[config.mk]
export PLATFORM = sky130hd
export DESIGN_NAME = nec_ir_frame_transmitter_flat
export DESIGN_NICKNAME = d
export VERILOG_FILES = /design/src/sv/nectx_pkg.sv /design/src/sv/nectx_if.sv /design/src/sv/nectx_regs.sv /design/src/sv/nectx_core.sv /design/src/sv/nec_ir_frame_transmitter.sv /design/src/flat_wrapper.sv
export SDC_FILE = /design/constraint.sdc
export NUM_CORES = 1
export LEC_CHECK = 0
export BUFFER_PORTS_ARGS = -buffer_cell sky130_fd_sc_hd__buf_2
export CAP_MARGIN = 20
export CELL_PAD_IN_SITES_DETAIL_PLACEMENT = 1
export CELL_PAD_IN_SITES_GLOBAL_PLACEMENT = 1
export CORE_MARGIN = 3
export CORE_UTILIZATION = 47
export DETAILED_ROUTE_END_ITERATION = 16
export GPL_ROUTABILITY_DRIVEN = 0
export PLACE_DENSITY_LB_ADDON = 0.1
export SYNTH_ARGS = -nofsm -noshare
export SYNTH_HDL_FRONTEND = slang
export SYNTH_HIERARCHICAL = 1
export SYNTH_SLANG_ARGS = --single-unit
[constraint.sdc]
create_clock -name clk -period 5.7 [get_ports clk]
set_input_delay 0.57 -clock clk [delete_from_list [all_inputs] [get_ports clk]]
set_output_delay 0.57 -clock clk [all_outputs]
set_load 0.01 [all_outputs]
[src/sv/nectx_pkg.sv]
// Shared types, register map and constants for the NEC IR frame transmitter.
// No dependencies; every other file but nectx_if imports this package.
package nectx_pkg;

  // Frame and register geometry.
  localparam int FRAME_BITS = 32;
  localparam int NUM_REGS   = 8;
  localparam int REG_W      = 16;
  localparam int IDX_W      = $clog2(NUM_REGS);
  localparam int ADDR_W     = IDX_W + 2;
  localparam int DATA_W     = 32;

  // Register indexes.
  localparam logic [IDX_W-1:0] REG_PRO_ON   = IDX_W'(0);
  localparam logic [IDX_W-1:0] REG_PRO_OFF  = IDX_W'(1);
  localparam logic [IDX_W-1:0] REG_ONE_ON   = IDX_W'(2);
  localparam logic [IDX_W-1:0] REG_ONE_OFF  = IDX_W'(3);
  localparam logic [IDX_W-1:0] REG_ZERO_ON  = IDX_W'(4);
  localparam logic [IDX_W-1:0] REG_ZERO_OFF = IDX_W'(5);
  localparam logic [IDX_W-1:0] REG_EPI_ON   = IDX_W'(6);
  localparam logic [IDX_W-1:0] REG_EPI_OFF  = IDX_W'(7);

  // Input command codes.
  localparam logic CMD_TICK  = 1'b0;
  localparam logic CMD_START = 1'b1;

  // Register file contents, one 16-bit tick count per entry.
  typedef logic [NUM_REGS-1:0][REG_W-1:0] cfg_regs_t;

  // Reset values, entry 0 in the lowest slice.
  localparam cfg_regs_t REG_RESET = {
    16'd0,    // epilogue off
    16'd562,  // epilogue on
    16'd562,  // zero off
    16'd562,  // zero on
    16'd1687, // one off
    16'd562,  // one on
    16'd4500, // prologue off
    16'd9000  // prologue on
  };

  // Frame phase.
  typedef enum logic [1:0] {
    PH_IDLE,
    PH_PRO,
    PH_DATA,
    PH_EPI
  } phase_t;

  // One input transaction.
  typedef struct packed {
    logic        command;
    logic [31:0] frame_code;
  } item_t;

  // One result transaction.
  typedef struct packed {
    logic carrier_enable;
    logic busy_res;
    logic frame_done;
  } res_t;

  // Status of the sequencer as seen by the top level.
  typedef struct packed {
    logic busy;
    logic in_off_half;
  } core_stat_t;

endpackage

[src/sv/nectx_if.sv]
// Valid/ready channel interfaces for the input and result transactions.
// Field widths follow the transmitter's item and result layout.
interface nectx_in_if;
  logic        valid;
  logic        ready;
  logic        command;
  logic [31:0] frame_code;

  modport source (output valid, output command, output frame_code, input ready);
  modport sink   (input valid, input command, input frame_code, output ready);
endinterface

interface nectx_out_if;
  logic valid;
  logic ready;
  logic carrier_enable;
  logic busy_res;
  logic frame_done;

  modport source (output valid, output carrier_enable, output busy_res,
                  output frame_done, input ready);
  modport sink   (input valid, input carrier_enable, input busy_res,
                  input frame_done, output ready);
endinterface

[src/sv/nectx_regs.sv]
// APB-style register file holding the eight burst timing registers.
// Depends on nectx_pkg for the register map and reset values.
module nectx_regs (
  input  logic                      clk,
  input  logic                      rst_n,
  input  logic                      psel,
  input  logic                      penable,
  input  logic                      pwrite,
  input  logic [nectx_pkg::ADDR_W-1:0] paddr,
  input  logic [nectx_pkg::DATA_W-1:0] pwdata,
  output logic [nectx_pkg::DATA_W-1:0] prdata,
  output logic                      pready,
  output nectx_pkg::cfg_regs_t      cfg
);
  import nectx_pkg::*;

  cfg_regs_t        regs_r;
  cfg_regs_t        regs_nxt;
  logic [IDX_W-1:0] idx;
  logic             wr_en;

  assign idx   = paddr[ADDR_W-1:2];
  assign wr_en = psel && penable && pwrite;

  // The access phase completes at once.
  assign pready = 1'b1;

  // Write decode.
  always_comb begin
    regs_nxt = regs_r;
    if (wr_en) begin
      regs_nxt[idx] = pwdata[REG_W-1:0];
    end
  end

  always_ff @(posedge clk) begin
    if (!rst_n) begin
      regs_r <= REG_RESET;
    end else begin
      regs_r <= regs_nxt;
    end
  end

  // Read data, zero extended.
  assign prdata = {{(DATA_W-REG_W){1'b0}}, regs_r[idx]};
  assign cfg    = regs_r;

endmodule

[src/sv/nectx_core.sv]
// Frame sequencer: phase, half and tick counters, and zero-length skipping.
// Depends on nectx_pkg for the phase type, register map and item types.
module nectx_core (
  input  logic                  clk,
  input  logic                  rst_n,
  input  logic                  step_en,
  input  nectx_pkg::item_t      item,
  input  nectx_pkg::cfg_regs_t  cfg,
  output nectx_pkg::res_t       res,
  output nectx_pkg::core_stat_t stat
);
  import nectx_pkg::*;

  // Sequencer state. Data bits are kept in reverse order, and the pending
  // vector marks the bits not yet reached. Whether a bit takes any time is
  // decided from the current registers, so the next bit to send is the
  // lowest pending bit whose halves are not both empty.
  phase_t                phase_r,   phase_nxt;
  logic                  off_r,     off_nxt;
  logic [REG_W-1:0]      elapsed_r, elapsed_nxt;
  logic                  val_r,     val_nxt;
  logic [FRAME_BITS-1:0] pend_r,    pend_nxt;
  logic [FRAME_BITS-1:0] code_r,    code_nxt;

  logic [NUM_REGS-1:0]   zero;
  logic                  empty_one;
  logic                  empty_zero;
  logic [FRAME_BITS-1:0] rev_in;
  logic [FRAME_BITS-1:0] ne_in;
  logic [FRAME_BITS-1:0] ne_cur;
  logic                  is_start;
  logic [FRAME_BITS-1:0] src_pend;
  logic [FRAME_BITS-1:0] src_rem;
  logic [FRAME_BITS-1:0] src_code;
  logic [FRAME_BITS-1:0] first_bit;
  logic [FRAME_BITS-1:0] low_mask;
  logic [FRAME_BITS-1:0] pend_after;
  logic                  data_any;
  logic                  first_val;
  logic [IDX_W-1:0]      base_idx;
  logic [IDX_W-1:0]      half_idx;
  logic [REG_W-1:0]      half_len;
  logic [REG_W:0]        elapsed_inc;
  logic                  expire;
  logic                  zero_off_cur;
  logic                  zero_on_first;
  logic                  done_c;
  logic                  want_data;
  logic                  want_epi;
  logic                  want_end;

  // Zero-length flags for every register.
  always_comb begin
    for (int i = 0; i < NUM_REGS; i++) begin
      zero[i] = (cfg[i] == '0);
    end
  end

  // A data bit is skipped entirely when both of its halves are empty.
  assign empty_one  = zero[REG_ONE_ON]  && zero[REG_ONE_OFF];
  assign empty_zero = zero[REG_ZERO_ON] && zero[REG_ZERO_OFF];

  // Reverse the code on start and mark the bits that take any time, both for
  // the new code and for the stored one.
  always_comb begin
    for (int k = 0; k < FRAME_BITS; k++) begin
      rev_in[k] = item.frame_code[FRAME_BITS-1-k];
      ne_in[k]  = rev_in[k] ? !empty_one : !empty_zero;
      ne_cur[k] = code_r[k] ? !empty_one : !empty_zero;
    end
  end

  assign is_start = (item.command == CMD_START);

  // Next non-empty data bit, from the new code on start, else from the stored one.
  assign src_pend      = is_start ? ne_in  : (pend_r & ne_cur);
  assign src_rem       = is_start ? {FRAME_BITS{1'b1}} : pend_r;
  assign src_code      = is_start ? rev_in : code_r;
  assign first_bit     = src_pend & ((~src_pend) + {{(FRAME_BITS-1){1'b0}}, 1'b1});
  assign low_mask      = src_pend ^ (src_pend - {{(FRAME_BITS-1){1'b0}}, 1'b1});
  assign pend_after    = src_rem & ~low_mask;
  assign data_any      = |src_pend;
  assign first_val     = |(first_bit & src_code);
  assign zero_on_first = first_val ? zero[REG_ONE_ON] : zero[REG_ZERO_ON];
  assign zero_off_cur  = val_r ? zero[REG_ONE_OFF] : zero[REG_ZERO_OFF];

  // Length of the half now being sent.
  always_comb begin
    case (phase_r)
      PH_PRO:  base_idx = REG_PRO_ON;
      PH_DATA: base_idx = val_r ? REG_ONE_ON : REG_ZERO_ON;
      default: base_idx = REG_EPI_ON;
    endcase
  end

  assign half_idx    = base_idx | {{(IDX_W-1){1'b0}}, off_r};
  assign half_len    = cfg[half_idx];
  assign elapsed_inc = {1'b0, elapsed_r} + {{REG_W{1'b0}}, 1'b1};
  assign expire      = (elapsed_inc >= {1'b0, half_len});

  // Next state: advance one half on expiry, then fall through empty halves
  // into the data bits, the epilogue and the end of the frame.
  always_comb begin
    phase_nxt   = phase_r;
    off_nxt     = off_r;
    elapsed_nxt = elapsed_r;
    val_nxt     = val_r;
    pend_nxt    = pend_r;
    code_nxt    = code_r;
    done_c      = 1'b0;
    want_data   = 1'b0;
    want_epi    = 1'b0;
    want_end    = 1'b0;

    if (step_en) begin
      if (is_start) begin
        if (phase_r == PH_IDLE) begin
          phase_nxt   = PH_PRO;
          off_nxt     = 1'b0;
          elapsed_nxt = '0;
          code_nxt    = rev_in;
          pend_nxt    = {FRAME_BITS{1'b1}};
          if (zero[REG_PRO_ON]) begin
            if (!zero[REG_PRO_OFF]) begin
              off_nxt = 1'b1;
            end else begin
              want_data = 1'b1;
            end
          end
        end
      end else if (phase_r != PH_IDLE) begin
        if (!expire) begin
          elapsed_nxt = elapsed_inc[REG_W-1:0];
        end else begin
          elapsed_nxt = '0;
          case (phase_r)
            PH_PRO: begin
              if (!off_r && !zero[REG_PRO_OFF]) off_nxt = 1'b1;
              else want_data = 1'b1;
            end
            PH_DATA: begin
              if (!off_r && !zero_off_cur) off_nxt = 1'b1;
              else want_data = 1'b1;
            end
            PH_EPI: begin
              if (!off_r && !zero[REG_EPI_OFF]) off_nxt = 1'b1;
              else want_end = 1'b1;
            end
            default: begin
              want_end = 1'b0;
            end
          endcase
        end
      end

      // Enter the next data bit that takes any time, or go to the epilogue.
      if (want_data) begin
        if (data_any) begin
          phase_nxt = PH_DATA;
          val_nxt   = first_val;
          off_nxt   = zero_on_first;
          pend_nxt  = pend_after;
        end else begin
          want_epi = 1'b1;
        end
      end

      // Enter the epilogue, skipping empty halves.
      if (want_epi) begin
        phase_nxt = PH_EPI;
        if (!zero[REG_EPI_ON]) begin
          off_nxt = 1'b0;
        end else if (!zero[REG_EPI_OFF]) begin
          off_nxt = 1'b1;
        end else begin
          want_end = 1'b1;
        end
      end

      // Frame complete.
      if (want_end) begin
        phase_nxt = PH_IDLE;
        off_nxt   = 1'b0;
        done_c    = 1'b1;
      end
    end
  end

  always_ff @(posedge clk) begin
    if (!rst_n) begin
      phase_r   <= PH_IDLE;
      off_r     <= 1'b0;
      elapsed_r <= '0;
      val_r     <= 1'b0;
      pend_r    <= '0;
      code_r    <= '0;
    end else begin
      phase_r   <= phase_nxt;
      off_r     <= off_nxt;
      elapsed_r <= elapsed_nxt;
      val_r     <= val_nxt;
      pend_r    <= pend_nxt;
      code_r    <= code_nxt;
    end
  end

  // Result fields reflect the state after this transaction.
  always_comb begin
    res.carrier_enable = (phase_nxt != PH_IDLE) && !off_nxt;
    res.busy_res       = (phase_nxt != PH_IDLE);
    res.frame_done     = done_c;
    stat.busy          = (phase_r != PH_IDLE);
    stat.in_off_half   = off_r;
  end

endmodule

[src/sv/nec_ir_frame_transmitter.sv]
// Top level of the NEC IR frame transmitter: input register, sequencer,
// result register and timing registers. Depends on nectx_pkg, nectx_if,
// nectx_regs and nectx_core.
//
//  Channel   Direction  Handshake             Payload
//  in_chan   sink       valid/ready           command, frame_code
//  out_chan  source     valid/ready           carrier_enable, busy_res, frame_done
//  cfg_*     slave      APB setup + access    eight 16-bit tick registers
//
// One transaction per cycle is sustained while out_chan.ready stays high; a result
// is presented once its input transaction has passed the input register and then
// the sequencer step that loads the result register.
// A stalled result register holds the sequencer, and the input register then
// fills and drops in_chan.ready.
// rst_n is synchronous and active low; it restores the register reset values
// and idles the sequencer.
module nec_ir_frame_transmitter (
  input  logic                         clk,
  input  logic                         rst_n,
  nectx_in_if.sink                     in_chan,
  nectx_out_if.source                  out_chan,
  input  logic                         cfg_psel,
  input  logic                         cfg_penable,
  input  logic                         cfg_pwrite,
  input  logic [nectx_pkg::ADDR_W-1:0] cfg_paddr,
  input  logic [nectx_pkg::DATA_W-1:0] cfg_pwdata,
  output logic [nectx_pkg::DATA_W-1:0] cfg_prdata,
  output logic                         cfg_pready
);
  import nectx_pkg::*;

  logic       s1_valid_r, s1_valid_nxt;
  item_t      s1_item_r,  s1_item_nxt;
  logic       out_valid_r, out_valid_nxt;
  res_t       out_res_r,   out_res_nxt;
  logic       in_fire;
  logic       s2_fire;
  cfg_regs_t  cfg;
  res_t       core_res;
  core_stat_t core_stat;

  // Timing registers.
  nectx_regs u_regs (
    .clk     (clk),
    .rst_n   (rst_n),
    .psel    (cfg_psel),
    .penable (cfg_penable),
    .pwrite  (cfg_pwrite),
    .paddr   (cfg_paddr),
    .pwdata  (cfg_pwdata),
    .prdata  (cfg_prdata),
    .pready  (cfg_pready),
    .cfg     (cfg)
  );

  // Handshakes: the sequencer steps whenever the result register can take a value.
  assign s2_fire       = s1_valid_r && (!out_valid_r || out_chan.ready);
  assign in_chan.ready = !s1_valid_r || s2_fire;
  assign in_fire       = in_chan.valid && in_chan.ready;

  // Input register.
  always_comb begin
    s1_valid_nxt = s1_valid_r;
    s1_item_nxt  = s1_item_r;
    if (in_fire) begin
      s1_valid_nxt          = 1'b1;
      s1_item_nxt.command    = in_chan.command;
      s1_item_nxt.frame_code = in_chan.frame_code;
    end else if (s2_fire) begin
      s1_valid_nxt = 1'b0;
    end
  end

  // Sequencer.
  nectx_core u_core (
    .clk     (clk),
    .rst_n   (rst_n),
    .step_en (s2_fire),
    .item    (s1_item_r),
    .cfg     (cfg),
    .res     (core_res),
    .stat    (core_stat)
  );

  // Result register.
  always_comb begin
    out_valid_nxt = out_valid_r;
    out_res_nxt   = out_res_r;
    if (s2_fire) begin
      out_valid_nxt = 1'b1;
      out_res_nxt   = core_res;
    end else if (out_chan.ready) begin
      out_valid_nxt = 1'b0;
    end
  end

  always_ff @(posedge clk) begin
    if (!rst_n) begin
      s1_valid_r  <= 1'b0;
      out_valid_r <= 1'b0;
    end else begin
      s1_valid_r  <= s1_valid_nxt;
      out_valid_r <= out_valid_nxt;
    end
  end

  always_ff @(posedge clk) begin
    s1_item_r <= s1_item_nxt;
    out_res_r <= out_res_nxt;
  end

  assign out_chan.valid          = out_valid_r;
  assign out_chan.carrier_enable = out_res_r.carrier_enable;
  assign out_chan.busy_res       = out_res_r.busy_res;
  assign out_chan.frame_done     = out_res_r.frame_done;

  // A step that ends the frame leaves the sequencer idle.
  a_done_idles: assert property (@(posedge clk) disable iff (!rst_n)
    (s2_fire && core_res.frame_done) |=> !core_stat.busy)
    else $error("sequencer still busy after frame end");

  // Every sequencer step produces a pending result on the next cycle.
  a_step_result: assert property (@(posedge clk) disable iff (!rst_n)
    s2_fire |=> out_valid_r)
    else $error("sequencer step lost its result");

  // The input side only stalls behind a stalled result.
  a_stall_cause: assert property (@(posedge clk) disable iff (!rst_n)
    !in_chan.ready |-> (s1_valid_r && out_valid_r && !out_chan.ready))
    else $error("input stalled without a result stall");

  // The carrier is never on while no frame is being sent.
  a_carrier_busy: assert property (@(posedge clk) disable iff (!rst_n)
    s2_fire |-> !(core_res.carrier_enable && !core_res.busy_res))
    else $error("carrier enabled while idle");

endmodule

[src/flat_wrapper.sv]
// flat-port wrapper written by rule: the top's interface ports become plain ports
module nec_ir_frame_transmitter_flat import nectx_pkg::*;
  (clk, rst_n, cfg_psel, cfg_penable, cfg_pwrite, cfg_paddr, cfg_pwdata, cfg_prdata, cfg_pready, in_chan_valid, in_chan_command, in_chan_frame_code, in_chan_ready, out_chan_valid, out_chan_carrier_enable, out_chan_busy_res, out_chan_frame_done, out_chan_ready);
  nectx_in_if in_chan_i ();
  nectx_out_if out_chan_i ();
  input  logic clk;
  input  logic rst_n;
  input  logic cfg_psel;
  input  logic cfg_penable;
  input  logic cfg_pwrite;
  input  logic [nectx_pkg::ADDR_W-1:0] cfg_paddr;
  input  logic [nectx_pkg::DATA_W-1:0] cfg_pwdata;
  output logic [nectx_pkg::DATA_W-1:0] cfg_prdata;
  output logic cfg_pready;
  input wire logic [$bits(in_chan_i.valid)-1:0] in_chan_valid;
  input wire logic [$bits(in_chan_i.command)-1:0] in_chan_command;
  input wire logic [$bits(in_chan_i.frame_code)-1:0] in_chan_frame_code;
  output wire logic [$bits(in_chan_i.ready)-1:0] in_chan_ready;
  output wire logic [$bits(out_chan_i.valid)-1:0] out_chan_valid;
  output wire logic [$bits(out_chan_i.carrier_enable)-1:0] out_chan_carrier_enable;
  output wire logic [$bits(out_chan_i.busy_res)-1:0] out_chan_busy_res;
  output wire logic [$bits(out_chan_i.frame_done)-1:0] out_chan_frame_done;
  input wire logic [$bits(out_chan_i.ready)-1:0] out_chan_ready;
  assign in_chan_i.valid = in_chan_valid;
  assign in_chan_i.command = in_chan_command;
  assign in_chan_i.frame_code = in_chan_frame_code;
  assign in_chan_ready = in_chan_i.ready;
  assign out_chan_valid = out_chan_i.valid;
  assign out_chan_carrier_enable = out_chan_i.carrier_enable;
  assign out_chan_busy_res = out_chan_i.busy_res;
  assign out_chan_frame_done = out_chan_i.frame_done;
  assign out_chan_i.ready = out_chan_ready;
  nec_ir_frame_transmitter u_core (.clk(clk), .rst_n(rst_n), .in_chan(in_chan_i), .out_chan(out_chan_i), .cfg_psel(cfg_psel), .cfg_penable(cfg_penable), .cfg_pwrite(cfg_pwrite), .cfg_paddr(cfg_paddr), .cfg_pwdata(cfg_pwdata), .cfg_prdata(cfg_prdata), .cfg_pready(cfg_pready));
endmodule
* Word-level counts from Yosys, hierarchy flattened
Index checks and enable logic that the tools add are counted.
Word-level totals: word-level logic and storage cells 218, bits of input ports 77, register bits 250, output and inout bits 38
Cells by class: equal/unequal tests 4, muxes and demuxes 137, magnitude comparators 4, bitwise gates (word level) 8, reductions and logical operators 41, add/subtract/negate cells 3
Operators by type and width (count):
- $mux W32 | 7
- $and A32 B32 Y32 | 4
- $bwmux W128 | 1
- $logic_not A16 Y1 | 8
- $mux W16 | 7
- $mux W1 | 108
- $bmux W16 S3 | 2
- $not A32 Y32 | 2
- $reduce_or A32 Y1 | 2
- $demux W16 S3 | 1
- $add A32 B1 Y32 const B | 1
- $sub A32 B1 Y32 const B | 1
- $xor A32 B32 Y32 | 1
- $add A16 B1 Y17 const B | 1
- $ge A17 B16 Y1 | 1
- $mux W2 | 7
- $logic_and A1 B1 Y1 | 11
- $reduce_bool A2 Y1 | 5
- $logic_not A1 Y1 | 9
- $reduce_and A3 Y1 | 3
- $lt A3 B4 Y1 const B | 2
- $pmux W3 S2 | 1
- $eq A2 B2 Y1 const B | 2
- $ge A3 B1 Y1 const B | 1
- other kinds (8) | 9

* Depth between registers and ports, before layout
Gate-level depths: netlist of run 1.
depth in word-level cells 21, mapped depth 23, gate-level depth less buffers 20

* Cells and area by module
The synthesis of run 1 kept the hierarchy.
Modules (own cells, without submodules):
- nectx_core | seq. area each 1681.6 µm², times used 1, area each 7898.8 µm², cells an instance 1109
- nectx_regs | seq. area each 2562.5 µm², times used 1, area each 5943.2 µm², cells an instance 549
- nec_ir_frame_transmitter | seq. area each 1121.1 µm², times used 1, area each 1184.9 µm², cells an instance 45

* Worst setup path after synthesis of run 1
Ideal clock, no wire load.
path type register -> register, start point reg u_core.u_core.phase_r[1], end point reg u_core.u_core.pend_r[31], path buffers 4, stages on the path, launching flop included 23, period minus slack after synthesis 4.121 ns, setup time 0.128 ns, data arrival time 3.993 ns, setup slack 1.579 ns, data required time 5.572 ns, cells stage by stage dfxtp_1 -> inv_1 -> ha_1 -> clkbuf_1 -> inv_1 -> nor2_1 -> a21oi_1 -> clkbuf_1 -> o22ai_1 -> a21oi_1 -> a21oi_1 -> ha_1 -> nand4_1 -> o41ai_1 -> o311a_1 -> o21ai_1 -> and2_1 -> buf_2 -> nor3b_2 -> buf_6 -> nand4_2 -> nor3_1 -> a21oi_1
On the way: cells in the longest elaborated chain, start to end 11, elaborated cells between the ends (all ways) 19, classes of those cells order compare (1); eq/ne (2); mux (13); bitwise (1); reduce/logical (2)
Ends and longest elaborated chain:
- from (decl) | line nectx_core.sv:18 | phase_t phase_r, phase_nxt;
- from (signal assigned) | line nectx_core.sv:198 | phase_r <= phase_nxt;
- $eq A2 B2 Y1 / $eq A2 B1 Y1 (equally long branches) | line nectx_core.sv:89, nectx_core.sv:136
- $pmux W3 S2 | line nectx_core.sv:89 | case (phase_r)
- $or A3 B1 Y3 | line nectx_core.sv:96 | assign half_idx = base_idx | {{(IDX_W-1){1'b0}}, off_r};
- $bmux W16 S3 | line nectx_core.sv:97 | assign half_len = cfg[half_idx];
- $mux W16 (implied by the code) | line nectx_core.sv:97
- $ge A17 B16 Y1 | line nectx_core.sv:99 | assign expire = (elapsed_inc >= {1'b0, half_len});
- $mux W1 | line nectx_core.sv:132 | if (!expire) begin
- $mux W1 | line nectx_core.sv:131 | end else if (phase_r != PH_IDLE) begin
- $mux W1 | line nectx_core.sv:116 | if (is_start) begin
- $mux W1 | line nectx_core.sv:115 | if (step_en) begin
- $mux W32 * | line nectx_core.sv:157 | if (want_data) begin
- to (signal assigned) | line nectx_core.sv:202 | pend_r <= pend_nxt;
- to (decl) | line nectx_core.sv:22 | logic [FRAME_BITS-1:0] pend_r, pend_nxt;
Mark *: on every way between the ends. The rest lies on a longest branch, timed or not. The select of a mux whose other input is x is not followed. A chain may end at the register's enable or synchronous reset.

* Worst setup path after layout of run 1
start point reg u_core.u_core.phase_r[0], end point reg u_core.u_core.pend_r[26]
The elaborated chain is that of the path after synthesis.

==> results.json, run 1 <==
{
  "clkPwrFrac_pct": 44.3,
  "crit_fanout": 26,
  "insertion_delay_ns": 0.57,
  "tightest_slew_ns": 1.23,
  "p_switching_mw": 1.11,
  "syn-mean-instance-area_um2": 8.82,
  "cts_buffers": 29,
  "cts_tree": "yes",
  "synth_area_mm2": 0.0150,
  "worstSetupPathType": "reg2reg",
  "slew_viol_final": 0,
  "outcome": "completed",
  "leakagePower_nw": 6.40,
  "comb_power_share_pct": 10.8,
  "dieWidth_um": 185,
  "portBuffers": 79,
  "cp.arrival_ns": 5.59,
  "cts_resized": 0,
  "fillers": 3647,
  "max_freq_ghz": 0.194,
  "peakVddDrop_mv": 0.262,
  "internal_power_mw": 3.08,
  "grt_usage_pct": 29.9,
  "clock_sinks": 250,
  "drive_above_1_share_pct": 15.3,
  "drtIter0Drc": 1175,
  "total_power_mw": 4.19,
  "syn_to_final_growth_pct": 10.0,
  "fin_crit_ns": 5.16,
  "die_area_mm2": 0.0341,
  "drc": 0,
  "fin_tns_setup_ns": 0,
  "cts_root_buf": "clkbuf_16",
  "initial_core_util_pct": 48.3,
  "num_io_pins": 115,
  "grt_pass1_vias": 13800,
  "cts_setup_buffers": 0,
  "final_cell_mix": "nand2_1 (275), dfxtp_1 (213), o21ai_0 (120)",
  "switching_share_pct": 26.4,
  "finalNetCount": 1837,
  "slew_headroom_pct": 18.2,
  "min_path_type": "in2reg",
  "viasPerCell": 6.46,
  "routed_wl_mm": 52.1,
  "hold_buffers": 0,
  "wire_per_inst_um": 24.2,
  "finalSetupViolCount": 0,
  "ys_warn_count": 6,
  "cts_max_level": 1,
  "final_common_cell": "nand2_1",
  "die_h_um": 185,
  "drtAntennaViolNets": 0,
  "cellPowerDensity_mw_per_mm2": 253,
  "min_period_over_period_pct": 90.5,
  "hold_viol": 0,
  "cp-end-kind": "register",
  "design.core.area_mm2": 0.0311,
  "crit_required_ns": 6.13,
  "grt_max_degree": 118,
  "syn_inst": 1702,
  "diodes": 0,
  "pwr-share-seq_pct": 44.9,
  "clock_skew_ns": 0.0120,
  "grt_pass1_wl_mm": 80.6,
  "vias": 13900,
  "placementRows": 64,
  "dr.pass1.iters": 5,
  "hpwlAfterDp_mm": 36.2,
  "antenna_found_initial": 3,
  "drv_cap": 0,
  "rsz0062_at_grt": "no",
  "cts.path.max_buffers": 3,
  "grt_overflow": 0,
  "critPathLaunchType": "register",
  "cts.reportedPaths.clkPinSlew_ns": 0.06
}
[per-layer routing]
layer	vias up	global-route usage, %	wire length (µm)
met4	6	7.74	1540
met5	-	0	40
li1	6323	-	-
met3	116	6.26	4100
met2	498	44.8	22100
met1	6974	44.0	24300
[through the flow]
stage	hold slack (ns)	worst slack (ns)	util (%)	area, µm²	cells
after global routing	0.154	0.137	53.2	16500	2153
after global placement	0.443	0.581	50.1	15600	2099
after floorplan	0.436	1.58	-	15100	1717
final	0.171	0.539	53.2	16500	2153
after detailed placement	0.461	0.464	50.1	15600	2099
after CTS	0.151	0.440	53.1	16500	2152
[power by group through the flow]
stage,clock (mW),combinational [mW],sequential [mW]
2_1_floorplan,0,0.316,1.90
3_3_place_gp,0,0.429,1.92
3_5_place_dp,0,0.439,1.92
4_1_cts,1.89,0.442,1.88
5_1_grt,1.96,0.489,1.89
6_report,1.86,0.451,1.88
[worst paths after layout]
path	startpoint	to	slack (ns)	depth (start not counted)
worst min register to register	u_core/u_core/code_r[13]$_SDFFE_PN0P_	u_core/u_core/code_r[13]$_SDFFE_PN0P_	0.47	2
worst min-delay path	in_chan_frame_code[30]	u_core/s1_item_r[30]$_DFFE_PP_	0.17	1
worst max-delay path	u_core/u_core/phase_r[0]$_SDFF_PN0_	u_core/u_core/pend_r[26]$_SDFFE_PN0P_	0.54	18
worst max register to register	u_core/u_core/phase_r[0]$_SDFF_PN0_	u_core/u_core/pend_r[26]$_SDFFE_PN0P_	0.54	18
[state kept, by name, summed over array words and instances (netlist names)]
| signal | cells |
|---|---|
| u_core/s1_item_r | 33 |
| u_core/u_core/pend_r | 32 |
| u_core/out_chan.carrier_enable | 1 |
| u_core/u_regs/cfg | 128 |
| u_core/u_core/elapsed_r | 16 |
| u_core/u_core/phase_r | 2 |
| u_core/out_chan.frame_done | 1 |
| u_core/u_core/code_r | 32 |
| u_core/out_chan.valid | 1 |
| u_core/u_core/off_r | 1 |
| u_core/out_chan.busy_res | 1 |
| u_core/s1_valid_r | 1 |
| u_core/u_core/val_r | 1 |
[final cells by class]
class | count | area [µm²] | share of cell area [%]
multi-input cells | 1284 | 8780 | 53.1
flip-flops and latches | 250 | 5370 | 32.5
clock buffers | 44 | 863 | 5.22
repair buffers | 123 | 766 | 4.63
well taps | 396 | 495 | 3.00
inverters | 47 | 176 | 1.07
clock inverters | 9 | 76.3 | 0.462
[critical path, stage by stage, from the launching register on]
cell and delay [ns]:
dfxtp_1 0.34, inv_1 0.13, ha_2 0.56, inv_1 0.33
nand2_1 0.17, o21ai_1 0.17, o22ai_1 0.19, nand2_1 0.08
a21oi_1 0.41, ha_1 0.20, nand4_1 0.11, o41ai_1 0.48
o311a_1 0.25, o21ai_1 0.10, and2_1 0.18, nor3b_4 0.53
nand3_2 0.23, nor2_1 0.42, a31oi_1 0.14
No activity file was read; power rests on OpenSTA's default activity.
==> inputs of run 2 (changes only) <==
Settings changed: RECOVER_POWER set to 50.
==> results.json, run 2 (synthesis results as in run 1) <==
{
  "outcome": "finished, violations left",
  "failed_checks": "max-capacitance violations, max-slew violations",
  "comb_power_share_pct": 10.7,
  "critical_path.cell_chain": "inv_1 -> ha_2 -> inv_1 -> nand2_1 -> o21ai_1 -> o22ai_1 -> nand2_1 -> a21oi_1 -> ha_1 -> nand4_1 -> o41ai_1 -> o311a_1 -> o21ai_1 -> and2_1 -> nor3b_4 -> nand3_2 -> nor2_1 -> a31oi_1",
  "initial_core_util_pct": 48.3,
  "cts_root_buf": "clkbuf_16",
  "hold_viol": 0,
  "grt_pass1_vias": 13800,
  "grt_most_used_layer": "met2",
  "vias": 14000,
  "cts_tree": "yes",
  "min_period_over_period_pct": 90.4,
  "finalNetCount": 1837,
  "min_path_type": "in2reg",
  "multiInputGateArea_mm2": 0.00877,
  "cts.reportedPaths.clkPinSlew_ns": 0.06,
  "fin_util_pct": 53.0,
  "critPathLaunchType": "register",
  "met2_usage_pct": 44.8,
  "cp.arrival_ns": 5.59,
  "wire_per_inst_um": 24.2,
  "reg2regPathDepth": 18,
  "cts_resized": 0,
  "crit_required_ns": 6.13,
  "drtAntennaViolNets": 0,
  "max_freq_ghz": 0.194,
  "grt_use_met1_pct": 44.0,
  "placementRows": 64,
  "slowest_delay_ns": 0.56,
  "use_met3_pct": 6.26,
  "design.core.area_mm2": 0.0311,
  "final_cell_mix": "nand2_1 (275), dfxtp_1 (213), o21ai_0 (120)",
  "rsz0062_at_grt": "no",
  "cts.path.max_buffers": 3,
  "slew_headroom_pct": -56.0,
  "die_area_mm2": 0.0341,
  "fin_tns_setup_ns": 0,
  "insertion_delay_ns": 0.57,
  "dr.pass1.iters": 5,
  "clkPwrFrac_pct": 44.3,
  "pwr-share-seq_pct": 45.0,
  "cts_setup_buffers": 0,
  "peakVddDrop_mv": 0.261,
  "slew_viol_final": 174,
  "clock_sinks": 250,
  "die_h_um": 185,
  "routed_wl_mm": 52.2,
  "finalSetupViolCount": 0,
  "seq_area_mm2": 0.00537,
  "p_switching_mw": 1.11,
  "diodes": 0,
  "grt_pass1_wl_mm": 80.6,
  "cellPowerDensity_mw_per_mm2": 254,
  "final_common_cell": "nand2_1",
  "viasPerCell": 6.49,
  "worstSetupPathType": "reg2reg",
  "antenna_found_initial": 3,
  "num_io_pins": 115,
  "hpwlAfterDp_mm": 36.2,
  "placed_cells": 2099,
  "fin_crit_ns": 5.16,
  "grt_usage_pct": 29.9,
  "grt_max_degree": 118,
  "drtIter0Drc": 1259,
  "cts_buffers": 29,
  "largest_register_ffs": 128,
  "leakagePower_nw": 6.36,
  "grt_overflow": 0,
  "internal_power_mw": 3.08,
  "syn_to_final_growth_pct": 9.62,
  "drc": 0,
  "crit_fanout": 26,
  "portBuffers": 79,
  "tightest_slew_ns": 2.34,
  "clock_skew_ns": 0.0110,
  "dieWidth_um": 185,
  "cp-end-kind": "register",
  "min_path_cells": 1,
  "drive_above_1_share_pct": 14.7,
  "cp_slowest_cell": "ha_2",
  "switching_share_pct": 26.4,
  "drv_cap": 3,
  "fillers": 3658,
  "cts_max_level": 1,
  "final_cell_count_no_fill": 2153,
  "hold_buffers": 0
}
-- run 2: changes by cell type in the layout (fill, tap and decap cells not counted), sizes merged --
cell    previous run  this run
buf              123       114
clkbuf            44        53
-- run 2: critical path: cells and delay by family (launching register included) --
family / cells / cell delay (ns)
compound gates: 7 / 1.73
simple gates: 7 / 1.71
flops: 1 / 0.34
buf+inv: 2 / 0.47
fa+ha+maj: 2 / 0.76
-- run 2: worst paths after layout --
kind         slack, ns                                  start                               endpoint
max               0.54    u_core/u_core/phase_r[0]$_SDFF_PN0_  u_core/u_core/pend_r[26]$_SDFFE_PN0P_
min reg2reg       0.47  u_core/u_core/code_r[10]$_SDFFE_PN0P_  u_core/u_core/code_r[10]$_SDFFE_PN0P_
max reg2reg       0.54    u_core/u_core/phase_r[0]$_SDFF_PN0_  u_core/u_core/pend_r[26]$_SDFFE_PN0P_
min               0.17                 in_chan_frame_code[30]         u_core/s1_item_r[30]$_DFFE_PP_
-- run 2: area by class of cell --
cell class	count	area share [%]
clock buffer	44	5.24
tap	396	3.01
inverter	47	1.07
sequential	250	32.6
timing repair buffer	123	4.38
clock inverter	9	0.464
multi-input combinational	1284	53.2
-- run 2: through the flow --
stage	cell area [µm²]	setup WS [ns]	hold slack (ns)	total power [mW]
2_1_floorplan	15100	1.58	0.436	2.22
3_3_place_gp	15600	0.581	0.443	2.34
3_5_place_dp	15600	0.464	0.461	2.36
4_1_cts	16500	0.440	0.151	4.21
5_1_grt	16500	0.137	0.154	4.33
6_report	16500	0.545	0.172	4.18
-- run 2: power by group through the flow --
stage | sequential, mW | clock (mW) | combinational (mW)
3_3_place_gp | 1.92 | 0 | 0.429
3_5_place_dp | 1.92 | 0 | 0.439
5_1_grt | 1.89 | 1.96 | 0.484
6_report | 1.88 | 1.85 | 0.447
4_1_cts | 1.88 | 1.89 | 0.442
2_1_floorplan | 1.90 | 0 | 0.316
-- run 2: routing by layer --
layer | up-vias | wire, µm
li1 | 6325 | -
met1 | 6987 | 24400
met2 | 533 | 22200
met3 | 116 | 3920
met4 | 6 | 1590
met5 | - | 40
==> inputs of run 3 (changes only) <==
Settings changed: ABC_AREA set to 1, CORE_UTILIZATION 47 to 43, CTS_BUF_LIST set to sky130_fd_sc_hd__clkbuf_16, REMOVE_ABC_BUFFERS set to 1.
==> results.json, run 3 <==
{
  "syn_to_final_growth_pct": 8.89,
  "finalNetCount": 2568,
  "dieWidth_um": 197,
  "fin_crit_ns": 5.33,
  "hold_viol": 0,
  "cts_setup_buffers": 0,
  "worstHoldEndpoint": "u_core/s1_item_r[19]$_DFFE_PP_",
  "failed_checks": "max-capacitance violations, max-slew violations",
  "drtAntennaViolNets": 0,
  "grt_pass1_vias": 16600,
  "cts_max_level": 1,
  "final_cell_mix": "nand2_1 (839), nor2_1 (443), dfxtp_1 (214)",
  "critPathLaunchType": "register",
  "dr.pass1.iters": 7,
  "r2r_end": "u_core/u_core/pend_r[26]$_SDFFE_PN0P_",
  "crit_required_ns": 6.14,
  "portBuffers": 79,
  "grt_overflow": 0,
  "cts_resized": 0,
  "die_h_um": 197,
  "leakagePower_nw": 7.67,
  "clock_sinks": 250,
  "hold_buffers": 0,
  "finalSetupViolCount": 0,
  "drc": 0,
  "multiInputGateArea_mm2": 0.00891,
  "syn-mean-instance-area_um2": 6.37,
  "grt_most_used_layer": "met2",
  "rsz0062_at_grt": "no",
  "worstHoldStart": "in_chan_frame_code[19]",
  "drv_cap": 3,
  "cp.arrival_ns": 5.77,
  "whs_ns": 0.159,
  "min_period_over_period_pct": 93.5,
  "viasPerCell": 5.57,
  "initial_core_util_pct": 43.8,
  "diodes": 0,
  "outcome": "finished, violations left",
  "comb_power_share_pct": 12.8,
  "routed_wl_mm": 57.7,
  "hpwlAfterDp_mm": 39.4,
  "max_freq_ghz": 0.188,
  "met2_usage_pct": 47.4,
  "worstSetupPathType": "reg2reg",
  "placementRows": 69,
  "total_power_mw": 4.42,
  "p_switching_mw": 1.26,
  "grt_usage_pct": 29.2,
  "cts_root_buf": "clkbuf_16",
  "pwr-share-seq_pct": 42.6,
  "internal_power_mw": 3.16,
  "cts.path.max_buffers": 3,
  "slew_viol_final": 148,
  "insertion_delay_ns": 0.59,
  "grt_pass1_wl_mm": 90.9,
  "cts_buffers": 31,
  "r2r_setup_slack_ns": 0.37,
  "grt_max_degree": 74,
  "seq_area_mm2": 0.00537,
  "worstSetupStartpoint": "u_core/u_core/phase_r[0]$_SDFF_PN0_",
  "use_met3_pct": 3.37,
  "switching_share_pct": 28.5,
  "cp-end-kind": "register",
  "grt_use_met1_pct": 41.1,
  "r2r_start": "u_core/u_core/phase_r[0]$_SDFF_PN0_",
  "fin_util_pct": 47.7,
  "syn_inst": 2460,
  "clock_skew_ns": 0.0161,
  "num_io_pins": 115,
  "antenna_found_initial": 0,
  "wire_per_inst_um": 19.5,
  "die_area_mm2": 0.0388,
  "fillers": 4836,
  "cts.reportedPaths.clkPinSlew_ns": 0.06,
  "drtIter0Drc": 1011,
  "clkPwrFrac_pct": 44.6,
  "min_path_cells": 1,
  "tightest_slew_ns": 2.93,
  "peakVddDrop_mv": 0.242,
  "ys_warn_count": 6,
  "slew_headroom_pct": -95.6,
  "synth_area_mm2": 0.0157,
  "design.core.area_mm2": 0.0357,
  "cellPowerDensity_mw_per_mm2": 259,
  "drive_above_1_share_pct": 9.84,
  "largest_register_ffs": 128,
  "cts_tree": "yes",
  "crit_fanout": 38,
  "min_path_type": "in2reg",
  "reg2regPathDepth": 23,
  "final_common_cell": "nand2_1",
  "vias": 16500
}
run 3: worst max-delay path by stage:
stage                                               end  slack [ns]  cells past startpoint
2_1_floorplan  u_core/out_chan.carrier_enable$_DFFE_PP_       -0.49                     26
4_1_cts           u_core/u_core/pend_r[26]$_SDFFE_PN0P_        0.36                     23
5_1_grt        u_core/out_chan.carrier_enable$_DFFE_PP_         0.1                     27
6_report          u_core/u_core/pend_r[26]$_SDFFE_PN0P_        0.37                     23
3_5_place_dp      u_core/u_core/pend_r[31]$_SDFFE_PN0P_        0.45                     22
3_3_place_gp      u_core/u_core/pend_r[31]$_SDFFE_PN0P_        0.60                     22
run 3: critical path: stages, from the launching register on:
cell and delay [ns]:
dfxtp_1 0.37, inv_1 0.11, ha_1 0.24, buf_4 0.25
a21oi_1 0.22, buf_4 0.20, clkinv_1 0.35, buf_4 0.34
a21oi_1 0.13, a32o_1 0.17, inv_1 0.14, ha_1 0.37
nand2_1 0.08, nor3_1 0.19, nand4_1 0.16, or3_1 0.34
nand3_2 0.11, nand2_1 0.09, a21oi_2 0.23, nand2_4 0.11
nor2_8 0.33, inv_4 0.27, o21ai_0 0.28, a31oi_1 0.07
run 3: final cells by class:
type | count | area share, %
Timing Repair Buffer | 106 | 3.47
Multi-Input combinational cell | 1916 | 52.2
Clock inverter | 26 | 1.20
Inverter | 161 | 3.57
Sequential cell | 250 | 31.5
Tap cell | 461 | 3.38
Clock buffer | 32 | 4.69
run 3: routing by layer:
layer	vias up	wire length [µm]
met3	109	3280
li1	7858	-
met4	0	1660
met2	456	26200
met1	8032	26500
met5	-	0
run 3: stage by stage:
step | TNS, ns | instance area, µm² | setup WS (ns) | instances
6_report | 0 | 17100 | 0.371 | 2952
5_1_grt | 0 | 17100 | 0.0997 | 2952
4_1_cts | 0 | 17100 | 0.360 | 2952
3_5_place_dp | 0 | 16100 | 0.451 | 2894
3_3_place_gp | 0 | 16100 | 0.603 | 2894
2_1_floorplan | -14.25 | 14900 | -0.492 | 2327
run 3: power groups by stage:
stage	combinational, mW	clock (mW)	sequential [mW]
2_1_floorplan	0.325	0	1.91
3_3_place_gp	0.534	0	1.92
3_5_place_dp	0.553	0	1.92
4_1_cts	0.558	2.01	1.88
5_1_grt	0.626	2.08	1.89
6_report	0.567	1.97	1.88
